## config.mk

```make
export PLATFORM = sky130hd
export DESIGN_NAME = gantry_squaring_stall_monitor
export DESIGN_NICKNAME = d
export VERILOG_FILES = /design/src/hdl/gssm_pkg.sv /design/src/hdl/gssm_lane.sv /design/src/hdl/gssm_merge.sv /design/src/hdl/gantry_squaring_stall_monitor.sv
export SDC_FILE = /design/constraint.sdc
export NUM_CORES = 1
export LEC_CHECK = 0
export ABC_AREA = 1
export BUFFER_PORTS_ARGS = -buffer_cell sky130_fd_sc_hd__buf_2
export CAP_MARGIN = 30
export CORE_UTILIZATION = 45
export CTS_CLUSTER_DIAMETER = 200
export DETAILED_ROUTE_END_ITERATION = 12
export GPL_TIMING_DRIVEN = 1
export PLACE_DENSITY = 0.61
export SLEW_MARGIN = 15
export SYNTH_ARGS = -nofsm -noshare
export SYNTH_HDL_FRONTEND = slang
export SYNTH_SLANG_ARGS = --single-unit
```

## constraint.sdc

```tcl
create_clock -name clk -period 6.6 [get_ports clk]
set_clock_uncertainty 0.15 [all_clocks]
set_input_delay 0.99 -clock clk [delete_from_list [all_inputs] [get_ports clk]]
set_output_delay 0.99 -clock clk [all_outputs]
set_load 0.005 [all_outputs]
```

## src/hdl/gssm_pkg.sv

```systemverilog
// ----------------------------------------------------------------------------
// gssm_pkg: shared types and constants for the gantry squaring stall monitor
// Widths, register indexes, item codes, lane control and merge status structs.
// ----------------------------------------------------------------------------
package gssm_pkg;

	localparam int PORTS      = 4;
	localparam int MAX_MOTORS = 4;
	localparam int POS_W      = 32;
	localparam int STEP_W     = 24;
	localparam int COUNT_W    = 3;
	localparam int WARM_W     = 8;
	localparam int CFG_W      = 24;
	localparam int CFG_IDX_W  = 3;

	// usable motors: smaller of the build limit and the number of ports
	localparam logic [COUNT_W-1:0] MOTOR_LIM =
		COUNT_W'((MAX_MOTORS < PORTS) ? MAX_MOTORS : PORTS);

	// configuration register indexes
	localparam logic [CFG_IDX_W-1:0] REG_MOTOR_COUNT    = CFG_IDX_W'(0);
	localparam logic [CFG_IDX_W-1:0] REG_GANTRY_REVERSE = CFG_IDX_W'(1);
	localparam logic [CFG_IDX_W-1:0] REG_INVERT_MASK    = CFG_IDX_W'(2);
	localparam logic [CFG_IDX_W-1:0] REG_ENCODER_MASK   = CFG_IDX_W'(3);
	localparam logic [CFG_IDX_W-1:0] REG_TRAVEL_LIMIT   = CFG_IDX_W'(4);
	localparam logic [CFG_IDX_W-1:0] REG_WARMUP_STEPS   = CFG_IDX_W'(5);

	// register reset values
	localparam logic [COUNT_W-1:0] RST_MOTOR_COUNT  = COUNT_W'(1);
	localparam logic [STEP_W-1:0]  RST_TRAVEL_LIMIT = STEP_W'(4096);
	localparam logic [WARM_W-1:0]  RST_WARMUP_STEPS = WARM_W'(10);

	// item function codes
	localparam logic FUNC_START = 1'b0;
	localparam logic FUNC_STEP  = 1'b1;

	// control shared by all lanes for one item
	typedef struct packed {
		logic accept;
		logic start;
		logic check;
	} gssm_lane_ctl_t;

	// merged run status for the next state
	typedef struct packed {
		logic [PORTS-1:0]   stalled_next;
		logic [COUNT_W-1:0] remaining_next;
		logic               running_next;
		logic               done;
		logic               overrun;
	} gssm_status_t;

	function automatic logic [COUNT_W-1:0] popcount(input logic [PORTS-1:0] m);
		logic [COUNT_W-1:0] c;
		c = '0;
		for (int i = 0; i < PORTS; i++) begin
			c = c + COUNT_W'(m[i]);
		end
		return c;
	endfunction

endpackage

```

## src/hdl/gssm_lane.sv

```systemverilog
// ----------------------------------------------------------------------------
// gssm_lane: per-motor progress check
// Holds the motor's last encoder position and flags a new stall.
// ----------------------------------------------------------------------------
module gssm_lane (
	input  logic                          clk,
	input  logic                          arst_n,
	input  gssm_pkg::gssm_lane_ctl_t      ctl,
	input  logic signed [gssm_pkg::POS_W-1:0] position,
	input  logic                          has_enc,
	input  logic                          dir_rev,
	input  logic                          stalled,
	input  logic                          flag,
	output logic                          newly
);
	import gssm_pkg::*;

	logic signed [POS_W-1:0] last_q;
	logic signed [POS_W-1:0] now;
	logic signed [POS_W-1:0] base;
	logic                    moving;
	logic                    checked;

	// a motor without encoder reads as position zero
	assign now     = has_enc ? position : '0;
	assign base    = ctl.start ? now : last_q;
	assign moving  = !has_enc || (dir_rev ? (now < base) : (now > base));
	assign checked = ctl.check && !stalled;
	assign newly   = checked && (flag || !moving);

	always_ff @(posedge clk or negedge arst_n) begin
		if (!arst_n) begin
			last_q <= '0;
		end else if (ctl.accept && (ctl.start || checked)) begin
			last_q <= now;
		end
	end

endmodule

```

## src/hdl/gssm_merge.sv

```systemverilog
// ----------------------------------------------------------------------------
// gssm_merge: combine lane results into the run status
// Folds new stalls into the mask, counts motors left, decides done/overrun.
// ----------------------------------------------------------------------------
module gssm_merge (
	input  logic [gssm_pkg::PORTS-1:0]   newly,
	input  logic [gssm_pkg::PORTS-1:0]   stalled,
	input  logic [gssm_pkg::COUNT_W-1:0] remaining,
	input  logic                         start,
	input  logic                         check,
	input  logic                         running,
	input  logic [gssm_pkg::STEP_W-1:0]  step_n,
	input  logic [gssm_pkg::STEP_W-1:0]  travel_limit,
	output gssm_pkg::gssm_status_t       status
);
	import gssm_pkg::*;

	logic [PORTS-1:0]   stalled_next;
	logic [COUNT_W-1:0] remaining_next;
	logic               done;
	logic               over;

	always_comb begin
		stalled_next   = stalled | newly;
		remaining_next = (start || check) ? popcount(~stalled_next) : remaining;
		done           = running && (remaining_next == '0);
		over           = running && !done && (step_n >= travel_limit);

		status.stalled_next   = stalled_next;
		status.remaining_next = remaining_next;
		status.running_next   = running && !done && !over;
		status.done           = done;
		status.overrun        = over;
	end

endmodule

```

## src/hdl/gantry_squaring_stall_monitor.sv

```systemverilog
// ----------------------------------------------------------------------------
// gantry_squaring_stall_monitor: stall-based squaring of a multi-motor gantry
// Each accepted item's result is registered; a skid register takes one more
// item while the output is stalled. Throughput: one item per cycle while
// in_stall is low; four motor lanes check in parallel and a merge stage
// folds their stalls into the run state in the same cycle.
// Reset (arst_n low, asynchronous): registers to defaults, run idle, no result.
// ----------------------------------------------------------------------------
module gantry_squaring_stall_monitor (
	input  logic                             clk,
	input  logic                             arst_n,
	// configuration write port
	input  logic                             cfg_we,
	input  logic [gssm_pkg::CFG_IDX_W-1:0]   cfg_index,
	input  logic [gssm_pkg::CFG_W-1:0]       cfg_data,
	// item input channel
	input  logic                             in_valid,
	output logic                             in_stall,
	input  logic                             func,
	input  logic signed [gssm_pkg::POS_W-1:0] position_a,
	input  logic signed [gssm_pkg::POS_W-1:0] position_b,
	input  logic signed [gssm_pkg::POS_W-1:0] position_c,
	input  logic signed [gssm_pkg::POS_W-1:0] position_d,
	input  logic [gssm_pkg::PORTS-1:0]       stall_flags,
	// result channel
	output logic                             out_valid,
	input  logic                             out_stall,
	output logic [gssm_pkg::PORTS-1:0]       step_enable_mask,
	output logic [gssm_pkg::PORTS-1:0]       direction_mask,
	output logic [gssm_pkg::PORTS-1:0]       stall_clear_mask,
	output logic [gssm_pkg::COUNT_W-1:0]     motors_left,
	output logic [gssm_pkg::STEP_W-1:0]      step_number,
	output logic                             done_res,
	output logic                             overrun
);
	import gssm_pkg::*;

	typedef struct packed {
		logic [PORTS-1:0]   step_enable_mask;
		logic [PORTS-1:0]   direction_mask;
		logic [PORTS-1:0]   stall_clear_mask;
		logic [COUNT_W-1:0] motors_left;
		logic [STEP_W-1:0]  step_number;
		logic               done_res;
		logic               overrun;
	} gssm_result_t;

	// configuration registers
	logic [COUNT_W-1:0] motor_count_q;
	logic               gantry_reverse_q;
	logic [PORTS-1:0]   invert_mask_q;
	logic [PORTS-1:0]   encoder_mask_q;
	logic [STEP_W-1:0]  travel_limit_q;
	logic [WARM_W-1:0]  warmup_steps_q;

	// run state
	logic [PORTS-1:0]   stalled_q;
	logic [COUNT_W-1:0] remaining_q;
	logic [STEP_W-1:0]  counter_q;
	logic               running_q;

	// output register and skid stage
	gssm_result_t       out_q;
	logic               out_valid_q;
	gssm_result_t       skid_q;
	logic               skid_valid_q;

	logic               in_acc;
	logic               out_acc;
	logic               start;
	logic               running_eff;
	logic [STEP_W-1:0]  step_n;
	logic [COUNT_W-1:0] used_n;
	logic [PORTS-1:0]   used;
	logic [PORTS-1:0]   stalled_eff;
	logic [PORTS-1:0]   dmask;
	logic               check;
	logic [PORTS-1:0]   newly;
	logic signed [POS_W-1:0] pos [PORTS];
	gssm_lane_ctl_t     lane_ctl;
	gssm_status_t       status;
	gssm_result_t       res;

	// Handshake: take an item unless the skid stage is already holding one.
	assign in_acc   = in_valid && !skid_valid_q;
	assign in_stall = skid_valid_q;
	assign out_acc  = out_valid_q && !out_stall;

	assign start       = (func == FUNC_START);
	assign running_eff = start || running_q;

	// Step index: zero on start, advance (saturating) while running, else hold.
	always_comb begin
		if (start) begin
			step_n = '0;
		end else if (running_q && (counter_q != '1)) begin
			step_n = counter_q + STEP_W'(1);
		end else begin
			step_n = counter_q;
		end
	end

	// Clamp the motor count into 1..limit and expand it to a lane mask.
	always_comb begin
		if (motor_count_q == '0) begin
			used_n = COUNT_W'(1);
		end else if (motor_count_q > MOTOR_LIM) begin
			used_n = MOTOR_LIM;
		end else begin
			used_n = motor_count_q;
		end
		for (int i = 0; i < PORTS; i++) begin
			used[i] = (COUNT_W'(i) < used_n);
		end
	end

	// Direction per motor: gantry direction flipped by the mounting.
	assign dmask = ({PORTS{gantry_reverse_q}} ^ invert_mask_q) & used;

	// A start marks unused motors stalled before the step-0 check.
	assign stalled_eff = start ? ~used : stalled_q;

	// Skip checks during warm-up.
	assign check = running_eff && (step_n >= STEP_W'(warmup_steps_q));

	assign lane_ctl.accept = in_acc;
	assign lane_ctl.start  = start;
	assign lane_ctl.check  = check;

	assign pos[0] = position_a;
	assign pos[1] = position_b;
	assign pos[2] = position_c;
	assign pos[3] = position_d;

	// One lane per motor port.
	for (genvar g = 0; g < PORTS; g++) begin : g_lane
		gssm_lane u_lane (
			.clk      (clk),
			.arst_n   (arst_n),
			.ctl      (lane_ctl),
			.position (pos[g]),
			.has_enc  (encoder_mask_q[g]),
			.dir_rev  (dmask[g]),
			.stalled  (stalled_eff[g]),
			.flag     (stall_flags[g]),
			.newly    (newly[g])
		);
	end

	gssm_merge u_merge (
		.newly        (newly),
		.stalled      (stalled_eff),
		.remaining    (remaining_q),
		.start        (start),
		.check        (check),
		.running      (running_eff),
		.step_n       (step_n),
		.travel_limit (travel_limit_q),
		.status       (status)
	);

	// Assemble the result for this item.
	always_comb begin
		res.step_enable_mask = ~status.stalled_next;
		res.direction_mask   = dmask;
		res.stall_clear_mask = newly;
		res.motors_left      = status.remaining_next;
		res.step_number      = step_n;
		res.done_res         = status.done;
		res.overrun          = status.overrun;
	end

	// Configuration writes; indexes beyond the list are dropped.
	always_ff @(posedge clk or negedge arst_n) begin
		if (!arst_n) begin
			motor_count_q    <= RST_MOTOR_COUNT;
			gantry_reverse_q <= 1'b0;
			invert_mask_q    <= '0;
			encoder_mask_q   <= '0;
			travel_limit_q   <= RST_TRAVEL_LIMIT;
			warmup_steps_q   <= RST_WARMUP_STEPS;
		end else if (cfg_we) begin
			case (cfg_index)
				REG_MOTOR_COUNT:    motor_count_q    <= cfg_data[COUNT_W-1:0];
				REG_GANTRY_REVERSE: gantry_reverse_q <= cfg_data[0];
				REG_INVERT_MASK:    invert_mask_q    <= cfg_data[PORTS-1:0];
				REG_ENCODER_MASK:   encoder_mask_q   <= cfg_data[PORTS-1:0];
				REG_TRAVEL_LIMIT:   travel_limit_q   <= cfg_data[STEP_W-1:0];
				REG_WARMUP_STEPS:   warmup_steps_q   <= cfg_data[WARM_W-1:0];
				default: ;
			endcase
		end
	end

	// Run state advances on every accepted item; an idle step leaves it as is.
	always_ff @(posedge clk or negedge arst_n) begin
		if (!arst_n) begin
			stalled_q   <= '0;
			remaining_q <= '0;
			counter_q   <= '0;
			running_q   <= 1'b0;
		end else if (in_acc) begin
			stalled_q   <= status.stalled_next;
			remaining_q <= status.remaining_next;
			counter_q   <= step_n;
			running_q   <= status.running_next;
		end
	end

	// Output register with skid: refill from skid first, else from the new item.
	always_ff @(posedge clk or negedge arst_n) begin
		if (!arst_n) begin
			out_valid_q  <= 1'b0;
			skid_valid_q <= 1'b0;
		end else if (!out_valid_q || out_acc) begin
			if (skid_valid_q) begin
				out_valid_q  <= 1'b1;
				skid_valid_q <= 1'b0;
			end else begin
				out_valid_q  <= in_acc;
			end
		end else if (in_acc) begin
			skid_valid_q <= 1'b1;
		end
	end

	always_ff @(posedge clk) begin
		if (!out_valid_q || out_acc) begin
			if (skid_valid_q) begin
				out_q <= skid_q;
			end else if (in_acc) begin
				out_q <= res;
			end
		end else if (in_acc) begin
			skid_q <= res;
		end
	end

	assign out_valid        = out_valid_q;
	assign step_enable_mask = out_q.step_enable_mask;
	assign direction_mask   = out_q.direction_mask;
	assign stall_clear_mask = out_q.stall_clear_mask;
	assign motors_left      = out_q.motors_left;
	assign step_number      = out_q.step_number;
	assign done_res         = out_q.done_res;
	assign overrun          = out_q.overrun;

endmodule

```

==> flow_summary.ini <==
[yosys]
netlist_area_um2 = 18000
synth_seq_cells = 288
postSynth.asyncResetShare_pct = 71.5
synth_cells = 2274
synth_sequential_area_ratio_pct = 42.4
cell_variety_after_synth = 50
warning_count_from_the_yosys_run = 0
syn_avg_cell_area_um2 = 7.91
synth_enable_flop_cells = 82
dominantRegCellSynth = sky130_fd_sc_hd__dfrtp_1
total_nets_after_synthesis = 2603

[global_routing]
via_count_of_the_first_global_routing_pass = 15000
grt_first_pass_wirelength_um = 74000
global_route.overflow_total = 0
grt_antenna_before_repair = 4
grt_max_degree = 124
total_global_routing_track_utilization_pct = 22.4

[clock_tree]
clk_path_buf_depth = 3
cts_resized = 0
cts_hold_repair.buffers = 0
cts.sinks = 288
cts_tree = built
ctsHtreeMaxLevel = 2
worst_setup_hold_path_clk_slew_ps = 60
cts_made_buffers = 36
clk_latency_ps = 550
cts_setup_buffers = 0
cts_root_buf = sky130_fd_sc_hd__clkbuf_16

[critical_path]
critical_path.endpoint_type = register
timing_worst_setup_path_type = register to register
critical_path.max_fanout = 13
critical_path.max_stage_delay_ps = 530
startpoint_type = register
worst-path-buf-inv = 5
worst_path_most_repeated_cell = sky130_fd_sc_hd__nand2_1
critPathRequiredTime_ps = 6740
cp_data_arrival_time_ps = 5950
critical-path-top-delay-family = simple AND/OR/NAND/NOR gates
crit_path_top_delay_cell = sky130_fd_sc_hd__nor3_1

[placed_design]
hpwlAfterDp_um = 31500
globalplace.congestion = 0.896
io_buffers = 207
placed_cell_area_um2 = 19300
dp_slack_ps = 782

[sta]
setup_viol_count_final = 0
timing.final.max_slew_violations = 0
report.final.hold_viol_count = 0
timing.final.crit_share_pct = 88.1
period_minus_slack_ps = 5820
fmax_mhz = 172
timing_worst_slew_pin_value_ps = 827
worst_slew_margin_rel_pct = 43.4
finalSetupTns_ps = 0
rsz0062_at_grt = no
worst_slack_ps = 784

[finish]
fillers = 3727
areaGrowthSynthToFinish_pct = 14.3
num_antenna_cells = 0
design.final.nets = 2771
final-seq-area_um2 = 7620
layout.cells.most_common = sky130_fd_sc_hd__nand2_1
multi_input_comb_area_um2 = 8840
final_cell_area_um2 = 20600
utilization_pct = 52.7
final_layout_size_suffix_gt1_share_pct = 14.5
layout.cells.most_common_list = 735 x sky130_fd_sc_hd__nand2_1, 254 x sky130_fd_sc_hd__inv_1, 242 x sky130_fd_sc_hd__o21ai_0

[route]
drt_iter0_markers = 903
wl_per_cell_um = 14.8
num_vias = 15200
routed_via_density = 5.09
remaining_design_rule_violation_count = 0
drt.antenna.violating_nets = 0
wirelength_um = 44100
drt_pre_antenna_iters = 5

[floorplanning]
floorplan.io_pins = 208
initial_utilization_pct = 46.1
die_area_um2 = 40800
die_height_um = 202
core_area_um2 = 39000
chipWidth_um = 202
row_count = 72

[power]
cellPowerDensity_nw_per_um2 = 302
total_leakage_power_nw = 10.8
peakVddDrop_mv = 0.183

[job]
maxCapViolations = 0

[outcome]
run_status = completed

[hold_path]
hp-class = input pin to asynchronous set/reset pin
worst reg2reg max path: cells and delay by family, from the launching register on:
kind / cells / cell delay [ps]
buffers and inverters: 5 / 400
flip-flops: 1 / 420
adder cells (fa/ha/maj): 5 / 1560
AO/OA/AOI/OAI: 2 / 180
AND/OR/NAND/NOR: 24 / 2860
logic make-up after synthesis:
family / synth area share, %
fa+ha+maj: 11.5
flops: 42.4
buf+inv: 8.57
xor+xnor: 0.244
compound gates: 15.9
simple gates: 21.4
per-layer routing:
layer / wire length [um] / vias up / global-route usage, %
met5: 24 / - / 0
met4: 789 / 4 / 5.44
met3: 2150 / 56 / 4.03
met2: 19900 / 289 / 36.5
met1: 21200 / 7031 / 30.6
li1: - / 7832 / -
where the power goes:
group,switching [mW],internal (mW),leakage [nW],total [mW]
Sequential,0.194,2.21,3.46,2.41
Clock,0.798,1.31,0.609,2.11
Combinational,1.08,0.618,6.74,1.70
Total,2.07,4.14,10.8,6.21
sequential cells by signal (all words and copies together) (netlist names), 3 cells and up:
signal and count:
remaining_q 3, skid_q 41, stalled_q 4, travel_limit_q 24, motors_left 3, g_lane.u_lane.last_q 128, step_enable_mask 4, step_number 24
stall_clear_mask 4, warmup_steps_q 8, direction_mask 4, encoder_mask_q 4, counter_q 24, invert_mask_q 4, motor_count_q 3
Yosys cell counts (all sizes together) (4+ instances only):
master / n / area share (%)
nand2: 743 / 16
o21ai: 373 / 11
inv: 255 / 5.3
dfrtp: 202 / 28
ha: 163 / 11
a21oi: 110 / 3.1
nor2: 98 / 2.2
edfxtp: 82 / 14
clkbuf: 67 / 1.4
nand3: 51 / 1.5
buf: 31 / 1.8
nand4: 25 / 0.87
nor3: 12 / 0.33
o211ai: 10 / 0.42
nand3b: 6 / 0.25
dfstp: 4 / 0.58
nor3b: 4 / 0.17
nor4: 4 / 0.14
o21bai: 4 / 0.17
per-stage QoR:
stage                     cells  power (mW)  hold WS [ps]
after detailed placement   2921        4.15           313
after global routing       2988        6.68           339
final                      2988        6.21           309
after CTS                  2987        6.30           326
after global placement     2921        4.08           307
after floorplan            2274        3.68           298
path summary, 6_finish.rpt:
| kind | depth (start not counted) | from | slack [ps] | to |
|---|---|---|---|---|
| setup / recovery | 36 | counter_q[0] | 780 | skid_q[0] |
| hold / removal | 1 | arst_n | 310 | g_lane[2].u_lane.last_q[11] |
| setup reg to reg | 36 | counter_q[0] | 780 | skid_q[0] |
| hold reg to reg | 2 | g_lane[2].u_lane.last_q[7] | 330 | g_lane[2].u_lane.last_q[7] |
| max in group asynchronous | 2 | arst_n | 4880 | travel_limit_q[18] |
| min in group clk | 2 | g_lane[2].u_lane.last_q[7] | 330 | g_lane[2].u_lane.last_q[7] |
area by class of cell:
cell class / instances / share of cell area, %
timing repair buffer: 228 / 6.01
tap: 518 / 3.15
clock buffer: 44 / 4.63
clock inverter: 22 / 1.45
multi-input combinational: 1632 / 43.0
inverter: 256 / 4.70
sequential: 288 / 37.1
Note: power is estimated with default switching activity, not from simulation.
